[src/sv/dcc_packet_receiver_defines.svh]
`ifndef DCC_PACKET_RECEIVER_DEFINES_SVH
`define DCC_PACKET_RECEIVER_DEFINES_SVH

`ifndef SYNTHESIS
`define DCC_ASSERT(lbl, prop, msg) \
   lbl: assert property (@(posedge clock) disable iff (reset) prop) else $error(msg);
`define DCC_NEVER(lbl, cond, msg) \
   lbl: assert property (@(posedge clock) disable iff (reset) !(cond)) else $error(msg);
`else
`define DCC_ASSERT(lbl, prop, msg)
`define DCC_NEVER(lbl, cond, msg)
`endif

`endif

[src/sv/dcc_pkg.sv]
package dcc_pkg;

   localparam int QDEPTH = 4;
   localparam int QPTR_W = $clog2(QDEPTH);
   localparam int QCNT_W = $clog2(QDEPTH + 1);

   localparam logic [19:0] TIMER_MAX = 20'hFFFFF;

   localparam logic [1:0] CSR_PREAMBLE_MIN   = 2'd0;
   localparam logic [1:0] CSR_PACKET_TIMEOUT = 2'd1;
   localparam logic [1:0] CSR_SIGNAL_TIMEOUT = 2'd2;

   localparam logic [1:0] KIND_DATA   = 2'd0;
   localparam logic [1:0] KIND_FINAL  = 2'd1;
   localparam logic [1:0] KIND_ABORT  = 2'd2;
   localparam logic [1:0] KIND_SIGNAL = 2'd3;

   localparam logic [1:0] STATUS_GOOD     = 2'd0;
   localparam logic [1:0] STATUS_BAD      = 2'd1;
   localparam logic [1:0] STATUS_OVERFLOW = 2'd2;

   localparam logic       CMD_SAMPLE = 1'b0;
   localparam logic       CMD_TICK   = 1'b1;

   localparam logic [3:0] PAT_ONE_A  = 4'hD;
   localparam logic [3:0] PAT_ONE_B  = 4'h7;
   localparam logic [3:0] PAT_ZERO_A = 4'h8;
   localparam logic [3:0] PAT_ZERO_B = 4'h2;

   // classified beat handed from front to back
   typedef struct packed {
      logic is_tick;
      logic has_bit;
      logic bit_val;
   } op_type;

   typedef struct packed {
      logic [1:0] kind;
      logic [7:0] data_byte;
      logic [5:0] byte_index;
      logic [1:0] packet_status;
      logic       signal_ok;
      logic       last;
   } rsp_type;

   function automatic rsp_type make_rsp(logic [1:0] kind, logic [7:0] data,
                                        logic [5:0] idx, logic [1:0] status);
      rsp_type r;
      r.kind          = kind;
      r.data_byte     = data;
      r.byte_index    = idx;
      r.packet_status = status;
      r.signal_ok     = 1'b0;
      r.last          = 1'b0;
      return r;
   endfunction

endpackage

[src/sv/dcc_front.sv]
module dcc_front (
   input  logic            clock,
   input  logic            reset,
   input  logic            req_valid,
   output logic            req_stall,
   input  logic            req_cmd,
   input  logic [3:0]      req_edge_pattern,
   output logic            op_valid,
   output dcc_pkg::op_type op,
   input  logic            op_pop
);

   dcc_pkg::op_type               queue_ff [dcc_pkg::QDEPTH];
   logic [dcc_pkg::QPTR_W-1:0]    wr_ptr_ff, wr_ptr_in;
   logic [dcc_pkg::QPTR_W-1:0]    rd_ptr_ff, rd_ptr_in;
   logic [dcc_pkg::QCNT_W-1:0]    count_ff, count_in;
   dcc_pkg::op_type               op_dec;
   logic                          push;

   assign req_stall = (count_ff == dcc_pkg::QCNT_W'(dcc_pkg::QDEPTH));
   assign push      = req_valid && !req_stall;
   assign op_valid  = (count_ff != '0);
   assign op        = queue_ff[rd_ptr_ff];

   // pattern classification
   always_comb begin
      op_dec.is_tick = (req_cmd == dcc_pkg::CMD_TICK);
      op_dec.has_bit = 1'b0;
      op_dec.bit_val = 1'b0;
      if (req_cmd == dcc_pkg::CMD_SAMPLE) begin
         case (req_edge_pattern)
            dcc_pkg::PAT_ONE_A, dcc_pkg::PAT_ONE_B: begin
               op_dec.has_bit = 1'b1;
               op_dec.bit_val = 1'b1;
            end
            dcc_pkg::PAT_ZERO_A, dcc_pkg::PAT_ZERO_B: begin
               op_dec.has_bit = 1'b1;
            end
            default: begin
               op_dec.has_bit = 1'b0;
            end
         endcase
      end
   end

   always_comb begin
      wr_ptr_in = wr_ptr_ff + dcc_pkg::QPTR_W'(1);
      rd_ptr_in = rd_ptr_ff + dcc_pkg::QPTR_W'(1);
      count_in  = count_ff;
      if (push && !op_pop) begin
         count_in = count_ff + dcc_pkg::QCNT_W'(1);
      end else if (!push && op_pop) begin
         count_in = count_ff - dcc_pkg::QCNT_W'(1);
      end
   end

   always_ff @(posedge clock) begin
      if (reset) begin
         wr_ptr_ff <= '0;
         rd_ptr_ff <= '0;
         count_ff  <= '0;
      end else begin
         count_ff <= count_in;
         if (push) begin
            wr_ptr_ff <= wr_ptr_in;
         end
         if (op_pop) begin
            rd_ptr_ff <= rd_ptr_in;
         end
      end
   end

   always_ff @(posedge clock) begin
      if (push) begin
         queue_ff[wr_ptr_ff] <= op_dec;
      end
   end

endmodule

[src/sv/dcc_back.sv]
`include "dcc_packet_receiver_defines.svh"

module dcc_back #(
   parameter int MAX_BYTES = 48
) (
   input  logic             clock,
   input  logic             reset,
   input  logic             csr_we,
   input  logic [1:0]       csr_index,
   input  logic [19:0]      csr_wdata,
   input  logic             op_valid,
   input  dcc_pkg::op_type  op,
   input  logic             space_ok,
   output logic             fire,
   output logic [1:0]       push_cnt,
   output dcc_pkg::rsp_type res0,
   output dcc_pkg::rsp_type res1
);

   localparam logic [5:0] MAX_CNT = 6'(MAX_BYTES);

   logic [4:0]  preamble_min_ff;
   logic [19:0] packet_timeout_ff;
   logic [19:0] signal_timeout_ff;

   logic [4:0]  ones_run_ff, ones_run_in;
   logic        in_pkt_ff, in_pkt_in;
   logic [3:0]  bit_pos_ff, bit_pos_in;
   logic [7:0]  shift_ff, shift_in;
   logic [5:0]  byte_cnt_ff, byte_cnt_in;
   logic [7:0]  xor_ff, xor_in;
   logic        ovf_ff, ovf_in;
   logic [19:0] pkt_idle_ff, pkt_idle_in;
   logic [19:0] bit_idle_ff, bit_idle_in;
   logic        present_ff, present_in;

   dcc_pkg::rsp_type res [2];
   logic [1:0]       n;
   logic             opened;
   logic             ok;
   logic [1:0]       status;

   assign fire = op_valid && space_ok;

   always_comb begin
      ones_run_in = ones_run_ff;
      in_pkt_in   = in_pkt_ff;
      bit_pos_in  = bit_pos_ff;
      shift_in    = shift_ff;
      byte_cnt_in = byte_cnt_ff;
      xor_in      = xor_ff;
      ovf_in      = ovf_ff;
      pkt_idle_in = pkt_idle_ff;
      bit_idle_in = bit_idle_ff;
      present_in  = present_ff;
      res[0]      = dcc_pkg::make_rsp(dcc_pkg::KIND_DATA, 8'd0, 6'd0, dcc_pkg::STATUS_GOOD);
      res[1]      = res[0];
      n           = 2'd0;
      opened      = 1'b0;
      ok          = 1'b0;
      status      = dcc_pkg::STATUS_GOOD;
      if (!op.is_tick) begin
         if (op.has_bit) begin
            bit_idle_in = '0;
            if (op.bit_val) begin
               if (ones_run_ff != 5'd31) begin
                  ones_run_in = ones_run_ff + 5'd1;
               end
            end else if (ones_run_ff >= preamble_min_ff && !in_pkt_ff) begin
               opened      = 1'b1;
               in_pkt_in   = 1'b1;
               bit_pos_in  = '0;
               shift_in    = '0;
               byte_cnt_in = '0;
               xor_in      = '0;
               ovf_in      = 1'b0;
               pkt_idle_in = '0;
               ones_run_in = '0;
            end else begin
               ones_run_in = '0;
            end
            if (!opened && in_pkt_ff) begin
               if (bit_pos_ff < 4'd8) begin
                  shift_in   = {shift_ff[6:0], op.bit_val};
                  bit_pos_in = bit_pos_ff + 4'd1;
               end else begin
                  xor_in      = xor_ff ^ shift_ff;
                  pkt_idle_in = '0;
                  ovf_in      = ovf_ff || (byte_cnt_ff >= MAX_CNT);
                  if (op.bit_val) begin
                     if (ovf_in) begin
                        status = dcc_pkg::STATUS_OVERFLOW;
                     end else if (xor_in != 8'd0) begin
                        status = dcc_pkg::STATUS_BAD;
                     end
                     res[n[0]] = dcc_pkg::make_rsp(dcc_pkg::KIND_FINAL, shift_ff,
                                                   byte_cnt_ff, status);
                     n           = n + 2'd1;
                     in_pkt_in   = 1'b0;
                     byte_cnt_in = '0;
                  end else if (byte_cnt_ff < MAX_CNT) begin
                     res[n[0]] = dcc_pkg::make_rsp(dcc_pkg::KIND_DATA, shift_ff,
                                                   byte_cnt_ff, dcc_pkg::STATUS_GOOD);
                     n           = n + 2'd1;
                     byte_cnt_in = byte_cnt_ff + 6'd1;
                  end
                  bit_pos_in = '0;
                  shift_in   = '0;
               end
            end
         end
         ok = (bit_idle_in < signal_timeout_ff);
         if (ok != present_ff) begin
            present_in = ok;
            res[n[0]]  = dcc_pkg::make_rsp(dcc_pkg::KIND_SIGNAL, 8'd0, 6'd0,
                                           dcc_pkg::STATUS_GOOD);
            n          = n + 2'd1;
         end
      end else begin
         if (bit_idle_ff != dcc_pkg::TIMER_MAX) begin
            bit_idle_in = bit_idle_ff + 20'd1;
         end
         ok = (bit_idle_in < signal_timeout_ff);
         if (ok != present_ff) begin
            present_in = ok;
            res[n[0]]  = dcc_pkg::make_rsp(dcc_pkg::KIND_SIGNAL, 8'd0, 6'd0,
                                           dcc_pkg::STATUS_GOOD);
            n          = n + 2'd1;
         end
         if (in_pkt_ff) begin
            if (pkt_idle_ff != dcc_pkg::TIMER_MAX) begin
               pkt_idle_in = pkt_idle_ff + 20'd1;
            end
            if (pkt_idle_in > packet_timeout_ff) begin
               res[n[0]]   = dcc_pkg::make_rsp(dcc_pkg::KIND_ABORT, 8'd0, byte_cnt_ff,
                                               dcc_pkg::STATUS_GOOD);
               n           = n + 2'd1;
               in_pkt_in   = 1'b0;
               bit_pos_in  = '0;
               shift_in    = '0;
               byte_cnt_in = '0;
            end
         end
      end
      res[0].signal_ok = present_in;
      res[1].signal_ok = present_in;
      res[0].last      = (n == 2'd1);
      res[1].last      = (n == 2'd2);
   end

   assign push_cnt = fire ? n : 2'd0;
   assign res0     = res[0];
   assign res1     = res[1];

   always_ff @(posedge clock) begin
      if (reset) begin
         preamble_min_ff   <= 5'd12;
         packet_timeout_ff <= 20'd100000;
         signal_timeout_ff <= 20'd100000;
      end else if (csr_we) begin
         case (csr_index)
            dcc_pkg::CSR_PREAMBLE_MIN:   preamble_min_ff   <= csr_wdata[4:0];
            dcc_pkg::CSR_PACKET_TIMEOUT: packet_timeout_ff <= csr_wdata;
            dcc_pkg::CSR_SIGNAL_TIMEOUT: signal_timeout_ff <= csr_wdata;
            default: begin
            end
         endcase
      end
   end

   always_ff @(posedge clock) begin
      if (reset) begin
         ones_run_ff <= '0;
         in_pkt_ff   <= 1'b0;
         bit_pos_ff  <= '0;
         shift_ff    <= '0;
         byte_cnt_ff <= '0;
         xor_ff      <= '0;
         ovf_ff      <= 1'b0;
         pkt_idle_ff <= '0;
         bit_idle_ff <= '0;
         present_ff  <= 1'b0;
      end else if (fire) begin
         ones_run_ff <= ones_run_in;
         in_pkt_ff   <= in_pkt_in;
         bit_pos_ff  <= bit_pos_in;
         shift_ff    <= shift_in;
         byte_cnt_ff <= byte_cnt_in;
         xor_ff      <= xor_in;
         ovf_ff      <= ovf_in;
         pkt_idle_ff <= pkt_idle_in;
         bit_idle_ff <= bit_idle_in;
         present_ff  <= present_in;
      end
   end

   `DCC_ASSERT(a_close_on_fire, $fell(in_pkt_ff) |-> $past(fire), "packet closed without a beat")
   `DCC_NEVER(a_cnt_bound, byte_cnt_ff > MAX_CNT, "byte count past limit")
   `DCC_ASSERT(a_pos_bound, in_pkt_ff |-> bit_pos_ff <= 4'd8, "bit position past separator")
   `DCC_NEVER(a_tick_no_byte, fire && op.is_tick && n != 2'd0 && res0.kind == dcc_pkg::KIND_DATA, "tick made a byte")

endmodule

[src/sv/dcc_rsp_fifo.sv]
`include "dcc_packet_receiver_defines.svh"

module dcc_rsp_fifo (
   input  logic             clock,
   input  logic             reset,
   input  logic [1:0]       push_cnt,
   input  dcc_pkg::rsp_type res0,
   input  dcc_pkg::rsp_type res1,
   output logic             space_ok,
   output logic             rsp_valid,
   input  logic             rsp_stall,
   output dcc_pkg::rsp_type rsp
);

   dcc_pkg::rsp_type            mem_ff [dcc_pkg::QDEPTH];
   logic [dcc_pkg::QPTR_W-1:0]  wr_ptr_ff, rd_ptr_ff;
   logic [dcc_pkg::QPTR_W-1:0]  wr_ptr_nx;
   logic [dcc_pkg::QCNT_W-1:0]  count_ff, count_in;
   logic                        pop;

   // room for the two results one beat can make
   assign space_ok  = (count_ff <= dcc_pkg::QCNT_W'(dcc_pkg::QDEPTH - 2));
   assign rsp_valid = (count_ff != '0);
   assign rsp       = mem_ff[rd_ptr_ff];
   assign pop       = rsp_valid && !rsp_stall;
   assign wr_ptr_nx = wr_ptr_ff + dcc_pkg::QPTR_W'(1);

   always_comb begin
      count_in = count_ff + dcc_pkg::QCNT_W'(push_cnt) - dcc_pkg::QCNT_W'(pop);
   end

   always_ff @(posedge clock) begin
      if (reset) begin
         wr_ptr_ff <= '0;
         rd_ptr_ff <= '0;
         count_ff  <= '0;
      end else begin
         count_ff  <= count_in;
         wr_ptr_ff <= wr_ptr_ff + dcc_pkg::QPTR_W'(push_cnt);
         if (pop) begin
            rd_ptr_ff <= rd_ptr_ff + dcc_pkg::QPTR_W'(1);
         end
      end
   end

   always_ff @(posedge clock) begin
      if (push_cnt != 2'd0) begin
         mem_ff[wr_ptr_ff] <= res0;
      end
      if (push_cnt == 2'd2) begin
         mem_ff[wr_ptr_nx] <= res1;
      end
   end

   `DCC_NEVER(a_fifo_bound, count_ff > dcc_pkg::QCNT_W'(dcc_pkg::QDEPTH), "result queue overrun")

endmodule

[src/sv/dcc_packet_receiver.sv]
// DCC packet receiver: decodes edge-pattern samples into bits, frames them into
// packets and reports each byte, the final byte with its checksum verdict, packet
// aborts and signal presence changes. A beat enters every cycle while the
// four-entry op queue has room; each beat is executed once the result queue
// has two free slots, and results leave one per cycle while rsp_stall is low,
// so the two results of one beat leave one after the other. Sustained rate is
// one beat per cycle when results are taken at least as fast as they are made.
module dcc_packet_receiver #(
   parameter int MAX_BYTES = 48
) (
   input  logic        clock,
   input  logic        reset,
   input  logic        csr_we,
   input  logic [1:0]  csr_index,
   input  logic [19:0] csr_wdata,
   input  logic        req_valid,
   output logic        req_stall,
   input  logic        req_cmd,
   input  logic [3:0]  req_edge_pattern,
   output logic        rsp_valid,
   input  logic        rsp_stall,
   output logic [1:0]  rsp_kind,
   output logic [7:0]  rsp_data_byte,
   output logic [5:0]  rsp_byte_index,
   output logic [1:0]  rsp_packet_status,
   output logic        rsp_signal_ok,
   output logic        rsp_last
);

   logic             op_valid;
   dcc_pkg::op_type  op;
   logic             fire;
   logic             space_ok;
   logic [1:0]       push_cnt;
   dcc_pkg::rsp_type res0, res1, rsp;

   dcc_front u_front (
      .clock            (clock),
      .reset            (reset),
      .req_valid        (req_valid),
      .req_stall        (req_stall),
      .req_cmd          (req_cmd),
      .req_edge_pattern (req_edge_pattern),
      .op_valid         (op_valid),
      .op               (op),
      .op_pop           (fire)
   );

   dcc_back #(
      .MAX_BYTES (MAX_BYTES)
   ) u_back (
      .clock     (clock),
      .reset     (reset),
      .csr_we    (csr_we),
      .csr_index (csr_index),
      .csr_wdata (csr_wdata),
      .op_valid  (op_valid),
      .op        (op),
      .space_ok  (space_ok),
      .fire      (fire),
      .push_cnt  (push_cnt),
      .res0      (res0),
      .res1      (res1)
   );

   dcc_rsp_fifo u_rsp_fifo (
      .clock     (clock),
      .reset     (reset),
      .push_cnt  (push_cnt),
      .res0      (res0),
      .res1      (res1),
      .space_ok  (space_ok),
      .rsp_valid (rsp_valid),
      .rsp_stall (rsp_stall),
      .rsp       (rsp)
   );

   assign rsp_kind          = rsp.kind;
   assign rsp_data_byte     = rsp.data_byte;
   assign rsp_byte_index    = rsp.byte_index;
   assign rsp_packet_status = rsp.packet_status;
   assign rsp_signal_ok     = rsp.signal_ok;
   assign rsp_last          = rsp.last;

endmodule
[config.mk]
export PLATFORM = sky130hd
export DESIGN_NAME = dcc_packet_receiver
export DESIGN_NICKNAME = d
export VERILOG_FILES = /design/src/sv/dcc_pkg.sv /design/src/sv/dcc_front.sv /design/src/sv/dcc_back.sv /design/src/sv/dcc_rsp_fifo.sv /design/src/sv/dcc_packet_receiver.sv
export VERILOG_INCLUDE_DIRS = /design/src /design/src/sv
export SDC_FILE = /design/constraint.sdc
export NUM_CORES = 1
export LEC_CHECK = 0
export BUFFER_PORTS_ARGS = -buffer_cell sky130_fd_sc_hd__buf_2
export CELL_PAD_IN_SITES_DETAIL_PLACEMENT = 1
export CELL_PAD_IN_SITES_GLOBAL_PLACEMENT = 1
export CORE_UTILIZATION = 30
export DETAILED_ROUTE_END_ITERATION = 10
export PLACE_DENSITY = 0.65
export SLEW_MARGIN = 40
export SYNTH_ARGS = -nofsm -noshare
export SYNTH_HDL_FRONTEND = slang
export SYNTH_SLANG_ARGS = --single-unit
[constraint.sdc]
create_clock -name clock -period 9.4 [get_ports clock]
set_input_delay 1.88 -clock clock [delete_from_list [all_inputs] [get_ports clock]]
set_output_delay 1.88 -clock clock [all_outputs]
set_load 0.01 [all_outputs]
Word-level counts from Yosys, hierarchy flattened
Memories as Yosys holds them, arrays and structs flattened. A register that Yosys moved wholly into a read port is not among the register bits.
Cells that the tools add are included.
- bits in registers: 133
- memory bits (writable): 92
- input port bits: 32
- word-level logic and storage cells: 224
- memories kept: 2
- add/sub/neg operators: 16
- order comparisons: 12
- equality and inequality tests: 19
- mux-type cells: 114
- bitwise operators: 7
- reductions and logical operators: 35
- memories (memory ; depth ; bits a word ; read ports ; clocked after Yosys merged registers in ; write ports ; line ; text):
    u_rsp_fifo.mem_ff ; 4 ; 20 ; 1 ; 1 ; 2 ; dcc_rsp_fifo.sv:15 ; dcc_pkg::rsp_type mem_ff [dcc_pkg::QDEPTH];
    u_front.queue_ff ; 4 ; 3 ; 1 ; 1 ; 1 ; dcc_front.sv:13 ; dcc_pkg::op_type queue_ff [dcc_pkg::QDEPTH];
- operators with widths (kind ; count):
    20-bit 2-to-1 mux ; 24
    40-bit 2-to-1 mux ; 4
    8-bit 2-to-1 mux ; 12
    6-bit 2-to-1 mux ; 10
    20-bit by 1-bit adder with 20-bit output (second input constant) ; 2
    40-bit bitwise mux ; 1
    20-bit demux with 1-bit select ; 2
    20-bit < comparator ; 2
    20-bit != test (second input constant) ; 2
    36-bit bitwise AND ; 1
    36-bit NOT ; 1
    2-bit 2-to-1 mux ; 17
    4-bit 2-to-1 mux ; 8
    1-bit 2-to-1 mux ; 31
    20-bit greater-than comparator ; 1
    18-bit 2-to-1 mux ; 1
    2-bit by 1-bit adder with 2-bit output (second input constant) ; 6
    5-bit 2-to-1 mux ; 2
    1-bit logical AND ; 9
    3-bit nonzero test ; 3
    4-bit == test (second input constant) ; 2
    2-bit AND reduction ; 4
    4-bit AND reduction ; 2
    8-bit nonzero test ; 1
    37 further kinds ; 55

Depth between registers and ports, before layout
Gate-level depths: netlist of run 1.
- depth after elaboration: 20
- depth in mapped cells: 29

By module
From an unflattened synthesis of run 1, not the netlist that was laid out.
- cells, all modules: 1345
- area, all modules: 13249.0 µm²
- by module, submodules not included (module ; times used ; cells an instance ; area an instance (µm²) ; sequential area each (µm²)):
    dcc_back ; 1 ; 1027 ; 7967.6 ; 2382.3
    dcc_rsp_fifo ; 1 ; 250 ; 4364.2 ; 2582.5
    dcc_front ; 1 ; 68 ; 917.1 ; 540.5

Least setup slack after synthesis of run 1
OpenSTA, ideal clock, no wires.
- path type: reg-to-reg
- start: register u_back.bit_idle_ff[7]
- end: memory u_rsp_fifo.mem_ff[0][0] (netlist bit), enable pin
- setup time: 0.428 ns
- data arrival time: 6.026 ns
- slack: 2.946 ns
- stages on the path, launching flop included: 25
- path buffers: 3
- period minus slack after synthesis: 6.454 ns
- path through: dfxtp_1 -> nand4_2 -> or4_1 -> or3_1 -> buf_2 -> buf_2 -> nand3_1 -> xnor2_1 -> ha_1 -> a21o_1 -> nand3_1 -> a21oi_1 -> a2111oi_0 -> o21ai_0 -> a31oi_1 -> ha_1 -> clkbuf_1 -> inv_1 -> ha_1 -> inv_1 -> a21oi_1 -> mux2i_1 -> nor2_1 -> nor2_1 -> o31ai_1
- RTL lines (what ; line ; text):
    start, declared ; dcc_back.sv:34 ; logic [19:0] bit_idle_ff, bit_idle_in;
    start signal, assigned ; dcc_back.sv:192 ; bit_idle_ff <= bit_idle_in;
    end, declared ; dcc_rsp_fifo.sv:15 ;

==> metrics.txt, run 1 <==
clk_skew 0.0117 ns; Cell Count Post-Placement 1862; Clock Path Buffers 3; ranking of synthesized cells by area edfxtp_1 (22%), dfxtp_1 (22%), ha_1 (8.6%), nand2_1 (4.9%), mux4_2 (4.1%); share of cells above drive strength 1 0.117; crit path cell chain nand4_2 -> or4_1 -> or3_1 -> nand3_1 -> xnor2_1 -> ha_1 -> a21o_1 -> nand3_1 -> a21oi_1 -> a2111oi_0 -> o21ai_0 -> a31oi_1 -> ha_1 -> inv_1 -> ha_1 -> inv_1 -> and4_1 -> o21a_1 -> nand3_1 -> a2bb2oi_1 -> nor2b_1; post-CTS resize count 0; setup repair bufs after CTS 0; CTS tree done; Distinct cells, synth 67; Initial Util 0.306; slew at the pin closest to its max-slew limit just over 0.8 ns; WL final 34.2 mm; DRC 4; CP delay by family, top simple AND/OR/NAND/NOR gates; syn_nets 1452; commonest non-fill, non-tap cell in the layout nand2_1; Ports 54; Rows 74; root buf cell clkbuf_16; WP data required 9.67 ns; Worst Setup Start Kind register; Final Cycle Share 0.729; Slew HR 0.443; Die ar. 0.0427 mm²; Design Area, Final around 0.014 mm²; Leak between 0.005 and 0.006 µW; Mapped Avg Cell Area 9.44 µm²; number of flops mapped to enable cells by yosys 92; die width 207 µm; Skew-Pair Late Insertion Delay 0.55 ns; cts hold-fix bufs 0; vias 9882; Synth Register Bits 229; post-synthesis cell count 1332; RSZ-0062 raised after global routing no; Post-DP HPWL about 25 mm; Chip Height 207 µm; Setup violations, final 0; Worst Setup End Kind register; Seq/Total Area, Yosys 0.438; Synth top area share 0.220; TritonCTS Buffers 27; min Tclk post-route around 7 ns; Cell Pwr Density 213 mW/mm²; Remaining Overflow, GRT 0; clock sinks 229; nets around 1500; initial antenna violation count 0; Syn-to-layout area delta 13.6%; Post-synth ARST share 0; Routability Congestion 0.803; Routed Antenna Nets 0; final cell count without fillers around 1900; first-pass GRT wire length ~55 mm; PortBufs 53; critical setup path kind reg2reg; CP bufs+invs 2; drt first pass iters 7; YS warnings 0; vias in the first global route about 10000; CP max-delay cell or3_1; Min-Delay Path Class reg2reg; diode count 0; pin count of the biggest net entering global routing 54; H-tree Lvls 1; core area 0.0411 mm²; Critical Path Max Stage Delay 0.63 ns; ys flop type dfxtp_1; commonest non-fill, non-tap cells in the layout nand2_1 (164), dfxtp_1 (136), nor2_1 (120), edfxtp_1 (92); final hold viol count 0; Max Cap Violations 0; gr usage total 0.163; Fin Setup TNS 0 ns; fmax around 150 MHz; violation count after the first detailed-route iteration about 400; largest area contributor in the netlist edfxtp_1; Fillers about 4800; dpl cell area 0.0134 mm²; Arr. time, crit path between 7 and 8 ns; CP Max Fanout 14; Wirelength per Cell about 18 µm; Vias/cell 5.17; status finished, violations left; Netlist Area Pre-Place 0.0126 mm²; worst ir drop on vdd 0.122 mV; final max-slew violation count 0; Worst-path clk slew 0.06 ns; failing checks DRC
metal layers:
metal | part of all wire | track usage | routed length, µm | vias to the layer above
li1 | - | - | - | 4791
met1 | 0.47 | 0.216 | 16000 | 4895
met2 | 0.48 | 0.281 | 16600 | 150
met3 | 0.032 | 0.0218 | 1100 | 46
met4 | 0.016 | 0.0349 | 556 | 0
met5 | 0 | 0 | 0 | -
cells by family (layout without fill, tap and decap cells):
kind of cell    Yosys count  in the layout  synth area share
compound gates          258            258             0.128
xor+xnor                 66             66            0.0460
fa+ha+maj                88             88            0.0888
buf+inv                 135            183            0.0419
flops                   229            229             0.438
mux                      41             41            0.0560
simple gates            515            515             0.201
per-stage QoR:
step | setup WS [ns] | power (µW) | hold slack [ns] | util
floorplan | 2.95 | 1720 | 0.436 | -
global placement | 2.57 | 1960 | 0.447 | 0.324
detailed placement | 2.59 | 2000 | 0.450 | 0.325
CTS | 2.55 | 3090 | 0.458 | 0.347
global route | 2.00 | 3210 | 0.471 | 0.347
finish | 2.55 | 3040 | 0.455 | 0.347
report_power, final:
part           internal [µW]  switching [µW]  total [µW]
Sequential              1160            59.4        1220
Combinational            284             459         743
Clock                    651             426        1080
Total                   2090             944        3040
synthesized netlist by cell type (4+ instances only):
| library cell | n |
|---|---|
| a2111oi_0 | 4 |
| a211oi_1 | 6 |
| a21o_1 | 6 |
| a21oi_1 | 86 |
| a22o_1 | 7 |
| a22oi_1 | 6 |
| a31o_2 | 9 |
| a31oi_1 | 15 |
| and2_1 | 36 |
| and3_1 | 24 |
| and4_1 | 8 |
| buf_2 | 13 |
| clkbuf_1 | 47 |
| dfxtp_1 | 137 |
| edfxtp_1 | 92 |
| ha_1 | 86 |
| inv_1 | 71 |
| mux2_2 | 5 |
| mux2i_1 | 13 |
| mux4_2 | 23 |
| nand2_1 | 164 |
| nand2b_1 | 11 |
| nand3_1 | 34 |
| nand3b_1 | 6 |
| nand4_1 | 22 |
| nor2_1 | 122 |
| nor2b_1 | 37 |
| nor3_1 | 17 |
| nor3b_1 | 4 |
| o211ai_1 | 21 |
| o21a_1 | 7 |
| o21ai_0 | 47 |
| o22ai_1 | 10 |
| o31ai_1 | 13 |
| or2_2 | 4 |
| or3_1 | 6 |
| or4_1 | 5 |
| xnor2_1 | 45 |
| xor2_1 | 21 |
layout make-up:
| type | count | area [µm²] | area share |
|---|---|---|---|
| multi-input combinational | 968 | 6600 | 0.462 |
| sequential | 229 | 5510 | 0.386 |
| clock buffer | 37 | 763 | 0.0534 |
| tap | 532 | 666 | 0.0466 |
| timing repair buffer | 62 | 333 | 0.0233 |
| inverter | 71 | 267 | 0.0187 |
| clock inverter | 13 | 151 | 0.0106 |
sequential cells by signal, summed over array words and instances (netlist names), named ones only:
| register | flops |
|---|---|
| u_front.queue_ff | 12 |
| u_back.preamble_min_ff | 5 |
| u_back.xor_ff | 8 |
| u_front.rd_ptr_ff | 2 |
| u_back.shift_ff | 8 |
| u_back.packet_timeout_ff | 20 |
| u_back.bit_pos_ff | 4 |
| u_back.bit_idle_ff | 20 |
| u_back.in_pkt_ff | 1 |
| u_back.ovf_ff | 1 |
| u_rsp_fifo.count_ff | 3 |
| u_back.pkt_idle_ff | 20 |
| u_back.signal_timeout_ff | 20 |
| u_front.count_ff | 3 |
| u_rsp_fifo.mem_ff | 80 |
| u_front.wr_ptr_ff | 2 |
| u_rsp_fifo.rd_ptr_ff | 2 |
| u_back.present_ff | 1 |
| u_back.byte_cnt_ff | 6 |
| u_back.ones_run_ff | 5 |
| u_rsp_fifo.wr_ptr_ff | 2 |
worst register-to-register path: stages (launching register included):
cell and delay (ns):
dfxtp_1 0.46, nand4_2 0.18, or4_1 0.52, or3_1 0.63
nand3_1 0.26, xnor2_1 0.14, ha_1 0.27, a21o_1 0.19
nand3_1 0.08, a21oi_1 0.07, a2111oi_0 0.58, o21ai_0 0.20
a31oi_1 0.36, ha_1 0.43, inv_1 0.20, ha_1 0.27
inv_1 0.08, and4_1 0.22, o21a_1 0.17, nand3_1 0.56
a2bb2oi_1 0.61, nor2b_1 0.11
final timing paths:
path         cells after the start                           end  slack, ns                          from
max                             21       u_rsp_fifo.mem_ff[0][5]       2.55         u_back.bit_idle_ff[7]
max reg2reg                     21       u_rsp_fifo.mem_ff[0][5]       2.55         u_back.bit_idle_ff[7]
min                              2  u_back.packet_timeout_ff[12]       0.45  u_back.packet_timeout_ff[12]
min reg2reg                      2  u_back.packet_timeout_ff[12]       0.45  u_back.packet_timeout_ff[12]
No activity file was read; power rests on OpenSTA's default activity.
==> run 2: changes to the inputs <==
--- a/config.mk
+++ b/config.mk
@@ -6,12 +6,13 @@
 export SDC_FILE = /design/constraint.sdc
 export NUM_CORES = 1
 export LEC_CHECK = 0
+export ABC_AREA = 1
 export BUFFER_PORTS_ARGS = -buffer_cell sky130_fd_sc_hd__buf_2
 export CELL_PAD_IN_SITES_DETAIL_PLACEMENT = 1
 export CELL_PAD_IN_SITES_GLOBAL_PLACEMENT = 1
 export CORE_UTILIZATION = 30
 export DETAILED_ROUTE_END_ITERATION = 10
-export PLACE_DENSITY = 0.65
+export PLACE_DENSITY = 0.69
 export SLEW_MARGIN = 40
 export SYNTH_ARGS = -nofsm -noshare
 export SYNTH_HDL_FRONTEND = slang
==> constraint.sdc (replaced) <==
create_clock -name clock -period 5.58 [get_ports clock]
set_input_delay 1.116 -clock clock [delete_from_list [all_inputs] [get_ports clock]]
set_output_delay 1.116 -clock clock [all_outputs]
set_load 0.01 [all_outputs]
==> run 2 against run 1 <==
The run now ends clean; register-to-register slack worse by 2.0 ns; hold slack improved by 0.0095 ns; non-clock buffer count is 11 higher; sequential share of layout area down 2.4 points; final area up 6.6%; global-route usage increased by 1.3 points; clock power grew 84%; wire length is 14% higher; sequential cell count is the same; critical path depth increased by 5; first-iteration DRC count up 21%; critical path type unchanged.
==> metrics.txt, run 2 <==
status complete, no violations; Worst setup endpoint u_rsp_fifo.mem_ff[2][10]; simple-gate portion of the synthesized area 0.267; CP Max Fanout 19; share of cells above drive strength 1 0.102; Distinct cells, synth 53; vias in the first global route 12204; Cell Pwr Density 464 mW/mm²; Post-synth ARST share 0; Remaining Overflow, GRT 0; Slew HR 0.421; Synth Area in Adders 0.0840; reg2reg setup slack 0.51 ns; drt first pass iters 5; initial antenna violation count 2; largest family of logic cells by synthesized area simple AND/OR/NAND/NOR gates; WP data required 5.85 ns; gr usage total 0.176; largest area contributor in the netlist edfxtp_1; Initial Util 0.307; WL final 38.8 mm; final cell count without fillers 2416; Routed Antenna Nets 0; TritonCTS Buffers 28; R2R Path End u_rsp_fifo.mem_ff[2][10]; Vias/cell 4.84; Leak around 0.0067 µW; YS warnings 0; post-synthesis cell count roughly 1800; number of flops mapped to enable cells by yosys 92; Post-DP HPWL 28.3 mm; syn_nets ~1900; die width 212 µm; pin count of the biggest net entering global routing 65; Compound-Gate Fraction of Synth Area 0.124; CTS tree done; Worst Setup End Kind register; commonest non-fill, non-tap cells in the layout nand2_1 (434), nor2_1 (235), inv_1 (180), dfxtp_1 (137), o21ai_0 (119); most frequent cell after synthesis nand2_1; commonest non-fill, non-tap cell in the layout nand2_1; PortBufs between 50 and 60; worst ir drop on vdd 0.225 mV; DRC 0; ranking of synthesized cells by area edfxtp_1 (21%), dfxtp_1 (21%), nand2_1 (12%), ha_1 (8.1%), nor2_1 (6.7%); Rows 76; max reg flops 80; Final Cycle Share 0.909; Seq/Total Area, Yosys 0.414; worst r2r path cells 26; Wirelength per Cell 16.1 µm; core area 0.0434 mm²; Die ar. 0.0452 mm²; fmax 197 MHz; nets 1927; clock sinks ~230; Ports 54; Synth Register Bits 229; Fillers 5384; ys flop type dfxtp_1; slew at the pin closest to its max-slew limit about 0.86 ns; Top reg by flops u_rsp_fifo.mem_ff; Mapped Avg Cell Area 7.52 µm²; Crit. Startpoint u_back.bit_idle_ff[0]; Clock Path Buffers 3; Skew-Pair Late Insertion Delay 0.58 ns; Worst-path clk slew approximately 0.060 ns; Setup violations, final 0; most frequent cells after synthesis nand2_1 (434), nor2_1 (237), inv_1 (182); H-tree Lvls 1; multiplexer share of the synthesized area 0; Worst Setup Start Kind register; xor/xnor share of the synthesized area 0.0296; Min-Delay Path Class reg2reg; Arr. time, crit path 5.34 ns; Cell Count Post-Placement 2362; RSZ-0062 raised after global routing no; clk_skew between 0.02 and 0.025 ns; first-pass GRT wire length ~64 mm; Max Cap Violations 0; vias 11693; final max-slew violation count 0; cts hold-fix bufs 0; Syn-to-layout area delta 14.5%; Chip Height 212 µm; min Tclk post-route between 5 and 6 ns; root buf cell clkbuf_16; Routability Congestion 0.845; Synth top area share 0.208; Fin Setup TNS 0 ns; critical setup path kind reg2reg; Netlist Area Pre-Place between 0.01 and 0.015 mm²; reg2reg start u_back.bit_idle_ff[0]; violation count after the first detailed-route iteration 483; final hold viol count 0
## run 2: layer usage
layer	wire length (µm)	track usage
met1	18500	0.227
met2	18200	0.307
met3	1200	0.0250
met4	877	0.0414
met5	10	0
## run 2: metrics by stage
step / setup WS (ns) / power, µW / utilization / hold WS [ns] / cell area [µm²]
after floorplan: 0.758 / 4210 / - / 0.433 / 13300
after global placement: 0.376 / 5000 / 0.327 / 0.451 / 14200
after detailed placement: 0.290 / 5120 / 0.327 / 0.461 / 14200
after CTS: 0.251 / 7140 / 0.351 / 0.470 / 15200
after global routing: 0.0905 / 7590 / 0.351 / 0.487 / 15200
final: 0.505 / 7060 / 0.351 / 0.464 / 15200
## run 2: how the worst min path moves through the flow
| stage | to | start | depth (start not counted) |
|---|---|---|---|
| finish | u_back.preamble_min_ff[1] | u_back.preamble_min_ff[1] | 2 |
| global route | u_back.packet_timeout_ff[18] | u_back.packet_timeout_ff[18] | 2 |
| CTS | u_back.preamble_min_ff[1] | u_back.preamble_min_ff[1] | 2 |
| detailed placement | u_back.preamble_min_ff[1] | u_back.preamble_min_ff[1] | 2 |
| global placement | u_back.ovf_ff | u_back.ovf_ff | 2 |
| floorplan | u_back.preamble_min_ff[4] | u_back.preamble_min_ff[4] | 2 |
## run 2: report_power, final
| group | internal [µW] | switching, µW | total [µW] |
|---|---|---|---|
| clock | 1230 | 762 | 1990 |
| combinational | 823 | 1850 | 2670 |
| sequential | 2140 | 257 | 2400 |
## run 2: kinds of logic (layout without fill, tap and decap cells)
logic type	Yosys count	in the layout
and+or+nand+nor	840	840
AOI/OAI and AO/OA	297	297
buffers and inverters	269	330
DFF	229	229
adders and majority gates	88	88
xor gates and xnor gates	45	45
other	0	2
## run 2: timing repair
item / 4_1_cts / 5_1_grt
endpoints found under the hold margin: 0 / 0
setup endpoints to repair: 0 / 81
buffers inserted: 0 / 0
resized for setup: 0 / 3
## run 2: area by class of cell
| class | count | area (µm²) | area share |
|---|---|---|---|
| diodes | 2 | 5.00 | 0.000329 |
| clock buffers | 41 | 840 | 0.0551 |
| clock inverters | 11 | 188 | 0.0123 |
| inverters | 205 | 779 | 0.0512 |
| multi-input cells | 1270 | 6730 | 0.442 |
| flip-flops and latches | 229 | 5510 | 0.362 |
| well taps | 585 | 732 | 0.0481 |
| repair buffers | 73 | 444 | 0.0292 |
## run 2: worst max-delay path, cell delays in order (launching register included)
cell	delay, ns
dfxtp_1	0.41
ha_1	0.25
nand2_1	0.13
nor2_1	0.22
nand2_1	0.13
nor2_2	0.22
nand2_4	0.18
nand2_1	0.16
ha_1	0.26
nand2_1	0.06
inv_1	0.06
nand3_1	0.08
a31oi_1	0.07
nor3_1	0.18
nand3_1	0.15
a21oi_2	0.21
ha_1	0.30
inv_1	0.12
ha_1	0.24
a21oi_1	0.16
nand2_1	0.09
o21ai_2	0.15
nand3_4	0.24
nor2_8	0.18
inv_4	0.08
o21ai_1	0.14
buf_4	0.27
